`src/sust_pkg.sv`:
```
// shared constants for the sorted unique set table
`default_nettype none
package sust_pkg;

	localparam int CAPACITY_DEFAULT = 128;

	localparam int OP_W    = 2;
	localparam int VALUE_W = 8;
	localparam int POS_W   = 7;
	localparam int COUNT_W = 8;
	localparam int ELEM_W  = 8;

	// stream words padded to whole bytes
	localparam int IN_TDATA_W  = 24;
	localparam int OUT_TDATA_W = 24;

	localparam logic [OP_W-1:0] OP_INSERT = 2'd0;
	localparam logic [OP_W-1:0] OP_REMOVE = 2'd1;
	localparam logic [OP_W-1:0] OP_READ   = 2'd2;

	localparam logic [VALUE_W-1:0] MAX_VALUE_RESET = 8'd100;

endpackage
`default_nettype wire

```
`src/sust_ram.sv`:
```
// generic simple dual-port ram, one write port, one registered read port
`default_nettype none
module sust_ram #(
	parameter int WIDTH = 8,
	parameter int DEPTH = 128
) (
	input  wire logic                     clk,
	input  wire logic                     we,
	input  wire logic [$clog2(DEPTH)-1:0] waddr,
	input  wire logic [WIDTH-1:0]         wdata,
	input  wire logic                     re,
	input  wire logic [$clog2(DEPTH)-1:0] raddr,
	output      logic [WIDTH-1:0]         rdata
);

	logic [WIDTH-1:0] mem_q [DEPTH];

	always_ff @(posedge clk) begin
		if (we) begin
			mem_q[waddr] <= wdata;
		end
		if (re) begin
			rdata <= mem_q[raddr];
		end
	end

endmodule
`default_nettype wire

```
`src/sorted_unique_set_table.sv`:
```
// sorted unique set table: ascending set of distinct values kept in one ram
//
// channel   dir  handshake                  payload (low bit first)
// s_*       in   s_tvalid / s_tready        operation[1:0] value[9:2] position[16:10]
// m_*       out  m_tvalid / m_tready        ok[0] count[8:1] element[16:9]
// cfg_*     in   cfg_wen                    max_value[7:0]
//
// one item at a time, paced by the entry ram
// read: one ram read; rejected at start: insert above max_value or when full, read past the count
// search compares entries from the bottom; insert or remove then moves entries one at a time
// reset clears the count and max_value to 100; ram contents are left as they are
// a result waits in the output register; the sequencer holds at its last step
// only while that register is still full
`default_nettype none
module sorted_unique_set_table #(
	parameter int CAPACITY = sust_pkg::CAPACITY_DEFAULT
) (
	input  wire logic                               clk,
	input  wire logic                               arst_n,
	input  wire logic                               s_tvalid,
	output      logic                               s_tready,
	// operation[1:0], value[9:2], position[16:10], zero fill
	input  wire logic [sust_pkg::IN_TDATA_W-1:0]    s_tdata,
	output      logic                               m_tvalid,
	input  wire logic                               m_tready,
	// ok[0], count[8:1], element[16:9], zero fill
	output      logic [sust_pkg::OUT_TDATA_W-1:0]   m_tdata,
	input  wire logic                               cfg_wen,
	input  wire logic [sust_pkg::VALUE_W-1:0]       cfg_wdata
);
	import sust_pkg::*;

	localparam int AW = $clog2(CAPACITY);
	localparam int CW = $clog2(CAPACITY + 1);
	localparam int PW = (CW > POS_W) ? CW : POS_W;
	localparam logic [CW-1:0] CAP_C = CW'(CAPACITY);

	localparam logic [3:0] S_IDLE     = 4'd0;
	localparam logic [3:0] S_START    = 4'd1;
	localparam logic [3:0] S_SRCH_RD  = 4'd2;
	localparam logic [3:0] S_SRCH_CHK = 4'd3;
	localparam logic [3:0] S_INS_RD   = 4'd4;
	localparam logic [3:0] S_INS_WR   = 4'd5;
	localparam logic [3:0] S_REM_RD   = 4'd6;
	localparam logic [3:0] S_REM_WR   = 4'd7;
	localparam logic [3:0] S_READ     = 4'd8;

	logic [3:0]         state_q, state_d;
	logic [OP_W-1:0]    op_q;
	logic [VALUE_W-1:0] val_q;
	logic [POS_W-1:0]   pos_q;
	logic [CW-1:0]      idx_q, idx_d;
	logic [CW-1:0]      point_q, point_d;
	logic [CW-1:0]      count_q, count_d;
	logic [VALUE_W-1:0] max_value_q;

	logic               out_valid_q;
	logic               ok_q;
	logic [COUNT_W-1:0] count_out_q;
	logic [ELEM_W-1:0]  elem_q;

	logic               out_free;
	logic               finish;
	logic               fin_ok;
	logic [ELEM_W-1:0]  fin_elem;

	logic               ram_we;
	logic [AW-1:0]      ram_waddr;
	logic [VALUE_W-1:0] ram_wdata;
	logic               ram_re;
	logic [AW-1:0]      ram_raddr;
	logic [VALUE_W-1:0] ram_rdata;

	assign out_free = !out_valid_q || m_tready;
	assign s_tready = (state_q == S_IDLE);

	sust_ram #(
		.WIDTH(VALUE_W),
		.DEPTH(CAPACITY)
	) u_entries (
		.clk  (clk),
		.we   (ram_we),
		.waddr(ram_waddr),
		.wdata(ram_wdata),
		.re   (ram_re),
		.raddr(ram_raddr),
		.rdata(ram_rdata)
	);

	always_comb begin
		state_d   = state_q;
		idx_d     = idx_q;
		point_d   = point_q;
		count_d   = count_q;
		finish    = 1'b0;
		fin_ok    = 1'b0;
		fin_elem  = '0;
		ram_we    = 1'b0;
		ram_waddr = AW'(idx_q);
		ram_wdata = ram_rdata;
		ram_re    = 1'b0;
		ram_raddr = AW'(idx_q);

		case (state_q)
			S_IDLE: begin
				if (s_tvalid) begin
					state_d = S_START;
				end
			end
			S_START: begin
				idx_d = '0;
				case (op_q)
					OP_INSERT: begin
						if (val_q > max_value_q || count_q >= CAP_C) begin
							finish = out_free;
						end else begin
							state_d = S_SRCH_RD;
						end
					end
					OP_REMOVE: begin
						state_d = S_SRCH_RD;
					end
					OP_READ: begin
						if (PW'(pos_q) < PW'(count_q)) begin
							ram_re    = 1'b1;
							ram_raddr = AW'(pos_q);
							state_d   = S_READ;
						end else begin
							finish = out_free;
						end
					end
					default: begin
						finish = out_free;
					end
				endcase
			end
			S_SRCH_RD: begin
				if (idx_q == count_q) begin
					// ran off the end: insert goes at the top, remove misses
					if (op_q == OP_INSERT) begin
						point_d = count_q;
						idx_d   = count_q;
						state_d = S_INS_RD;
					end else begin
						finish = out_free;
					end
				end else begin
					ram_re  = 1'b1;
					state_d = S_SRCH_CHK;
				end
			end
			S_SRCH_CHK: begin
				if (ram_rdata == val_q) begin
					if (op_q == OP_INSERT) begin
						finish = out_free;
					end else begin
						state_d = S_REM_RD;
					end
				end else if (ram_rdata > val_q) begin
					if (op_q == OP_INSERT) begin
						point_d = idx_q;
						idx_d   = count_q;
						state_d = S_INS_RD;
					end else begin
						finish = out_free;
					end
				end else begin
					idx_d   = idx_q + 1'b1;
					state_d = S_SRCH_RD;
				end
			end
			S_INS_RD: begin
				if (idx_q == point_q) begin
					if (out_free) begin
						ram_we    = 1'b1;
						ram_wdata = val_q;
						count_d   = count_q + 1'b1;
						finish    = 1'b1;
						fin_ok    = 1'b1;
					end
				end else begin
					ram_re    = 1'b1;
					ram_raddr = AW'(idx_q - 1'b1);
					state_d   = S_INS_WR;
				end
			end
			S_INS_WR: begin
				// move one entry up
				ram_we  = 1'b1;
				idx_d   = idx_q - 1'b1;
				state_d = S_INS_RD;
			end
			S_REM_RD: begin
				if (idx_q + 1'b1 == count_q) begin
					if (out_free) begin
						count_d = count_q - 1'b1;
						finish  = 1'b1;
						fin_ok  = 1'b1;
					end
				end else begin
					ram_re    = 1'b1;
					ram_raddr = AW'(idx_q + 1'b1);
					state_d   = S_REM_WR;
				end
			end
			S_REM_WR: begin
				// move one entry down over the gap
				ram_we  = 1'b1;
				idx_d   = idx_q + 1'b1;
				state_d = S_REM_RD;
			end
			S_READ: begin
				finish   = out_free;
				fin_ok   = 1'b1;
				fin_elem = ram_rdata;
			end
			default: begin
				state_d = S_IDLE;
			end
		endcase

		if (finish) begin
			state_d = S_IDLE;
		end
	end

	always_ff @(posedge clk or negedge arst_n) begin
		if (!arst_n) begin
			state_q     <= S_IDLE;
			count_q     <= '0;
			max_value_q <= MAX_VALUE_RESET;
			out_valid_q <= 1'b0;
		end else begin
			state_q <= state_d;
			count_q <= count_d;
			if (cfg_wen) begin
				max_value_q <= cfg_wdata;
			end
			if (finish) begin
				out_valid_q <= 1'b1;
			end else if (m_tready) begin
				out_valid_q <= 1'b0;
			end
		end
	end

	always_ff @(posedge clk) begin
		idx_q   <= idx_d;
		point_q <= point_d;
		if (s_tvalid && s_tready) begin
			op_q  <= s_tdata[1:0];
			val_q <= s_tdata[9:2];
			pos_q <= s_tdata[16:10];
		end
		if (finish) begin
			ok_q        <= fin_ok;
			count_out_q <= COUNT_W'(count_d);
			elem_q      <= fin_ok ? fin_elem : '0;
		end
	end

	assign m_tvalid = out_valid_q;
	assign m_tdata  = {7'd0, elem_q, count_out_q, ok_q};

	a_count_bound: assert property (@(posedge clk) disable iff (!arst_n)
		count_q <= CAP_C)
		else $error("stored count exceeds capacity");

	a_idle_no_write: assert property (@(posedge clk) disable iff (!arst_n)
		state_q == S_IDLE |-> !ram_we)
		else $error("ram written while idle");

	a_write_in_range: assert property (@(posedge clk) disable iff (!arst_n)
		ram_we |-> idx_q <= count_q)
		else $error("ram write beyond stored entries");

	a_insert_counts: assert property (@(posedge clk) disable iff (!arst_n)
		(state_q == S_INS_RD && idx_q == point_q && out_free)
			|=> count_q == $past(count_q) + 1'b1)
		else $error("insert did not advance count");

	a_finish_needs_room: assert property (@(posedge clk) disable iff (!arst_n)
		finish |-> out_free)
		else $error("result overwrote a pending transfer");

endmodule
`default_nettype wire
```
`config.mk`:
```
export PLATFORM = sky130hd
export DESIGN_NAME = sorted_unique_set_table
export DESIGN_NICKNAME = d
export VERILOG_FILES = /design/src/sust_pkg.sv /design/src/sust_ram.sv /design/src/sorted_unique_set_table.sv
export SDC_FILE = /design/constraint.sdc
export NUM_CORES = 2
export LEC_CHECK = 0
export ABC_AREA = 0
export ABC_CLOCK_PERIOD_IN_PS = 14500
export BUFFER_PORTS_ARGS = -buffer_cell sky130_fd_sc_hd__buf_2
export CAP_MARGIN = 20
export CORE_MARGIN = 1.5
export CORE_UTILIZATION = 40
export CTS_CLUSTER_SIZE = 12
export DETAILED_ROUTE_END_ITERATION = 8
export SETUP_SLACK_MARGIN = 0.02
export SLEW_MARGIN = 20
export SYNTH_ARGS = -nofsm -noshare
export SYNTH_HDL_FRONTEND = slang
export SYNTH_SLANG_ARGS = --single-unit
```
`constraint.sdc`:
```
create_clock -name clk -period 14.5 [get_ports clk]
set_input_delay 3.625 -clock clk [delete_from_list [all_inputs] [get_ports clk]]
set_output_delay 3.625 -clock clk [all_outputs]
set_load 0.005 [all_outputs]
```
; Word level (Yosys, flattened, before mapping)
; Memory sizes are Yosys's and may differ from the RTL's. A register that Yosys moved wholly into a read port is not among the register bits.
; Cells that the tools add are included.
[classes]
addsub = 4
eq_ne = 27
n_mux = 61
magnitude_cmp = 4
n_reduce_logical = 14
[op_table]
columns = op, n
row1 = $mux 8, 16
row2 = $mux 4, 11
row3 = $pmux 8 s5, 1
row4 = $pmux 4 s9, 1
row5 = $eq 8x8->1, 4
row6 = $pmux 8 s2, 2
row7 = $mux 7, 4
row8 = $pmux 7 s3, 1
row9 = $mux 1, 19
row10 = $add 8x1->8 const B, 2
row11 = $eq 4x3->1 const B, 4
row12 = $gt 8x8->1, 2
row13 = $sub 8x1->8 const B, 2
row14 = $ne 2x2->1 const B, 6
row15 = $ne 4x4->1 const B, 3
row16 = $pmux 4 s3, 1
row17 = $eq 4x2->1 const B, 2
row18 = $ge 8x8->1 const B, 1
row19 = $lt 7x8->1, 1
row20 = $reduce_and 8->1, 1
row21 = $ne 3x3->1 const B, 2
row22 = $pmux 1 s3, 2
row23 = $pmux 1 s6, 1
row24 = $reduce_and 6->1, 1
row25 = other kinds (18), 20
[word_totals]
n_memories = 1
input_bits = 37
mem_bits_rw = 1024
elab_cells = 123
output_inout_bits = 26
regBits = 71
[mem_list]
columns = name, words, word_bits, read_ports, rd_ports_with_merged_regs, write_ports, line_no
row1 = u_entries.mem_q, 128, 8, 1, 1, 1, sust_ram.sv:16  ; logic [WIDTH-1:0] mem_q [DEPTH];

; Longest topological paths before layout
[logic_depth]
word_depth = 8
depth_mapped = 18
ltp_nobuf = 12

; Hierarchy
; From an unflattened synthesis, not the netlist that was laid out.
[unflattened]
cells_unflattened = 2162
area_unflattened_um2 = 44700.4
[by_module_without_submodules]
columns = module, cells_each, area_each_um2, seq_area_each_um2, instances
row1 = sust_ram, 1635, 39745.6, 30989.7, 1
row2 = sorted_unique_set_table, 527, 4954.8, 2030.7, 1

; Worst setup path before layout
; OpenSTA, ideal clock, no wires.
[synth_path]
path_kind = in2reg
startpoint = in m_tready
endpoint = mem u_entries.mem_q[0][0], data pin
setup_time_ns = 1.197
cell_stages = 6
slack_ns = 3.717
t_arrival_ns = 9.586
path_buffers = 1
required_time_ns = 13.303
path_cell_list = nand2b_1 -> inv_1 -> nor3_1 -> nand2_1 -> clkbuf_1 -> o21ai_0
[synth_via]
elab_chain_len = 4
[synth_rtl]
columns = element, line_no
row1 = from (decl), sorted_unique_set_table.sv:25  ; input wire logic m_tready,
row2 = $logic_or 1x1->1, sorted_unique_set_table.sv:74  ; assign out_free = !out_valid_q || m_tready;
row3 = $mux 8, sorted_unique_set_table.sv:174  ; if (out_free) begin
row4 = $mux 8, sorted_unique_set_table.sv:173  ; if (idx_q == point_q) begin
row5 = $mux 8, sorted_unique_set_table.sv:104  ; case (state_q)
row6 = named net ram_wdata[0], sorted_unique_set_table.sv:69  ; logic [VALUE_W-1:0] ram_wdata;
row7 = to (decl), sust_ram.sv:16
; The timed path passes the listed nets, and every way through them passes these cells.

; Worst setup path after layout
[layout_path]
startpoint = reg idx_q[0]
endpoint = reg u_entries.rdata[6], read port of u_entries.mem_q, data pin
[layout_via]
elab_chain_len = 4
word_cells_on_any_way = 14
classes_between = 2 x add/sub / 3 x eq/ne / 9 x mux
[layout_rtl]
columns = element, line_no
row1 = from (decl), sorted_unique_set_table.sv:52  ; logic [CW-1:0] idx_q, idx_d;
row2 = from (signal assigned), sorted_unique_set_table.sv:248  ; idx_q <= idx_d;
row3 = $add 8x1->8, sorted_unique_set_table.sv:194  ; if (idx_q + 1'b1 == count_q) begin
row4 = $eq 8x8->1, sorted_unique_set_table.sv:194
row5 = $mux 1 or $mux 7 (tied branches), sorted_unique_set_table.sv:194
row6 = $pmux 1 s4 or $pmux 7 s3 (tied branches), sorted_unique_set_table.sv:104
row7 = to (decl), sust_ram.sv:13  ; output logic [WIDTH-1:0] rdata
; Several ways; a longest one is shown, not always the timed one.
; A chain may end at the register's enable or synchronous reset.

==> impl_metrics.ini <==
[yosys]
async_reset_ff_share_pct = 1.90
ys.flop_type = edfxtp_1
ys_ff_latch = 1103
syn_avg_cell_area_um2 = 14.9
synth.distinct_cells = 72
synth_cells = 3230
synth-edff-count = 1082
syn_area_um2 = 48100
ys_warn_count = 0
ys_seq_area_share_pct = 68.7

[drt]
ant_nets = 0
wl_per_cell_um = 26.7
dr.first_iter.drc_count = 3399
dr_total_vias = 29300
avgViaCountPerCell = 6.00
drc = 0
wl_um = 130000
dr.pass1.iters = 5

[floorplanning]
row_count = 127
io_pins = 63
start_util_pct = 40.2
dieArea_um2 = 122000
die_w_um = 350
die-height_um = 350
core_um2 = 120000

[power_and_ir_drop]
powerDensity_nw_per_um2 = 248
p_switching_mw = 5.61
p_comb_share_pct = 47.8
power.share.switching_pct = 42.6
p_int_mw = 7.56
vdd_drop_max_mv = 0.381
p_seq_share_pct = 31.8
p_leak_nw = 17.7
p_clk_share_pct = 20.4

[grt]
use_met2_pct = 33.5
grt_pass1_wl_um = 191000
grt_max_degree = 159
gr-usage-met3_pct = 2.89
grt.busiest_layer = met2
antenna_found_initial = 0
first_global_vias = 28200
met1_usage_pct = 29.4
gr-total-overflow = 0
grt_use_total_pct = 20.9

[sta]
relSlewSlack_pct = 17.4
finalSetupViolCount = 0
fmax_mhz = 139
finalCritPeriodShare_pct = 49.5
finalCriticalPeriod_ns = 7.18
rsz0062_at_grt = false
fin_tns_setup_ns = 0
worstMarginPinSlew_ns = 1.23
slew_viol_final = 0
fin_skew_ns = 0.0245
setup_ws_ns = 7.32
hold_viol = 0

[finish]
drive_above_1_share_pct = 13.5
fillers = 10600
n_antenna_cell = 0
syn2layout_area_growth_pct = 10.5
final_cell_area_um2 = 53100
final_nets = 3250

[placement]
portBuffers = 48
dp_hpwl_um = 73900
place_area_um2 = 49800
pre_cts_ws_ns = 6.69
gp_congestion = 0.860

[flow_run]
cap_viol_max_count = 0

[clocking]
cts_tree = done
clock_path_buffers = 3
insertion_delay_ns = 0.71
cts_root_buf = clkbuf_16
htreeDepth = 3
clock_sinks = 1103
post_cts_buffers = 0
cts_resized = 0
cts_hold_buf = 0
clk_pin_slew_worst_paths_ns = 0.06
cts_made_buffers = 113

[setup_path]
arrival_ns = 7.58
critical_path_class = reg -> reg
critPathSlowestCell = a2111oi_0
path_cells = ha_1, nand3_1, or3_1, a211o_1, nor4_4, buf_4, o22a_4, buf_4, o2111ai_1, a2111oi_0, a311oi_1, nand4_1, nand4_1
path_max_fanout = 79
end_kind = flop
slowest_delay_ns = 1.08
critPathTopFamily = compound AO/OA/AOI/OAI gates
critPathLaunchType = flop
required_ns = 14.90
crit_buf_inv = 2
path_depth = 13
ff2ff_path_depth = 13

[min_path]
hold_class = reg -> reg
min_path_cells = 2

[outcome]
outcome = finished, final reports clean
-- routing by layer --
metal	wire length, um	share of wire, %
met5	0	0
met4	3570	2.7
met3	9830	7.5
met2	61300	47
met1	55700	43
-- cell type report --
class,count,area [um^2],area share (%)
clock buffer,152,3000,5.64
clock inverter,47,333,0.626
inverter,141,529,0.996
multi-input combinational,1715,13400,25.3
sequential,1103,33000,62.1
tap,1612,2020,3.80
timing repair buffer,112,820,1.54
-- placed cells by master (no fill, tap or decap), types with 48 or more instances in the layout --
cell type  synthesis  layout
o221ai_1         149     149
buf_2             69      48
clkbuf_16          0     114
a211oi_1         105     105
o2111ai_1         77      77
mux2i_1          302     302
nor2_1           166     165
and3_1            65      65
edfxtp_1        1082    1082
inv_1            141     141
nand2_1          139     136
buf_4             41      56
a221oi_1          55      55
mux2_2           108     108
-- worst reg2reg max path: stages (launching register included) --
cell and delay (ns):
edfxtp_1 0.70, ha_1 0.46, nand3_1 0.17, or3_1 0.43, a211o_1 0.38, nor4_4 0.62, buf_4 0.94, o22a_4 0.51
buf_4 0.65, o2111ai_1 0.24, a2111oi_0 1.08, a311oi_1 0.14, nand4_1 0.29, nand4_1 0.25
-- cell usage after synthesis, types with 42 or more instances --
library cell	number	share of area, %
o2111ai_1	77	1.4
clkbuf_1	144	1.1
mux2i_1	302	6.3
o21ai_0	54	0.56
mux2_2	108	2.5
a211o_1	42	0.76
a221oi_1	55	1.0
nand2_1	139	1.1
nor2_1	166	1.3
a21oi_1	42	0.44
inv_1	141	1.1
edfxtp_1	1082	68
and3_1	65	0.85
buf_2	69	0.72
o221ai_1	149	2.7
a211oi_1	105	1.6
o221a_2	46	1.1
-- registers in the layout, summed over array words and instances, names as in the netlist, 8 cells and up --
name,flops
u_entries.mem_q,1024
val_q,8
count_out_q,8
count_q,8
u_entries.rdata,8
point_q,8
idx_q,8
max_value_q,8
elem_q,8
-- metrics by stage --
stage / hold WS (ns) / cells / utilization, % / total power [mW]
CTS: 0.518 / 4881 / 44.4 / 13.1
floorplan: 0.478 / 3236 / - / 8.47
global placement: 0.502 / 4682 / 41.6 / 10.4
detailed placement: 0.508 / 4682 / 41.6 / 10.5
global route: 0.546 / 4882 / 44.4 / 13.7
finish: 0.515 / 4882 / 44.4 / 13.2
-- power groups by stage --
stage          Combinational (mW)  Sequential [mW]  Clock (mW)
2_1_floorplan                4.10             4.37           0
3_3_place_gp                 6.15             4.25           0
3_5_place_dp                 6.21             4.26           0
4_1_cts                      6.23             4.19        2.73
5_1_grt                      6.61             4.20        2.84
6_report                     6.29             4.19        2.68
-- path summary, 6_finish.rpt --
check | start | to | slack, ns
min reg2reg | max_value_q[5]$_DFFE_PN1P_ | max_value_q[5]$_DFFE_PN1P_ | 0.51
min | max_value_q[5]$_DFFE_PN1P_ | max_value_q[5]$_DFFE_PN1P_ | 0.51
max in group asynchronous | arst_n | m_tvalid$_DFFE_PN0P_ | 11.24
max reg2reg | idx_q[0]$_DFFE_PP_ | u_entries.rdata[6]$_DFFE_PP_ | 7.32
max | idx_q[0]$_DFFE_PP_ | u_entries.rdata[6]$_DFFE_PP_ | 7.32
min in group asynchronous | arst_n | max_value_q[1]$_DFFE_PN0P_ | 2.89
-- kinds of logic (layout without fill, tap and decap cells) --
logic type / Yosys count / in the layout / synth area share, %
xor gates and xnor gates: 31 / 31 / 0.565
adders and majority gates: 27 / 27 / 0.702
AOI/OAI and AO/OA: 731 / 731 / 12.4
muxes: 410 / 410 / 8.81
and+or+nand+nor: 509 / 509 / 5.01
buffers and inverters: 418 / 452 / 3.84
DFF: 1103 / 1103 / 68.7
other: 1 / 7 / 0.00780
Power figures use the tool's default switching activity.
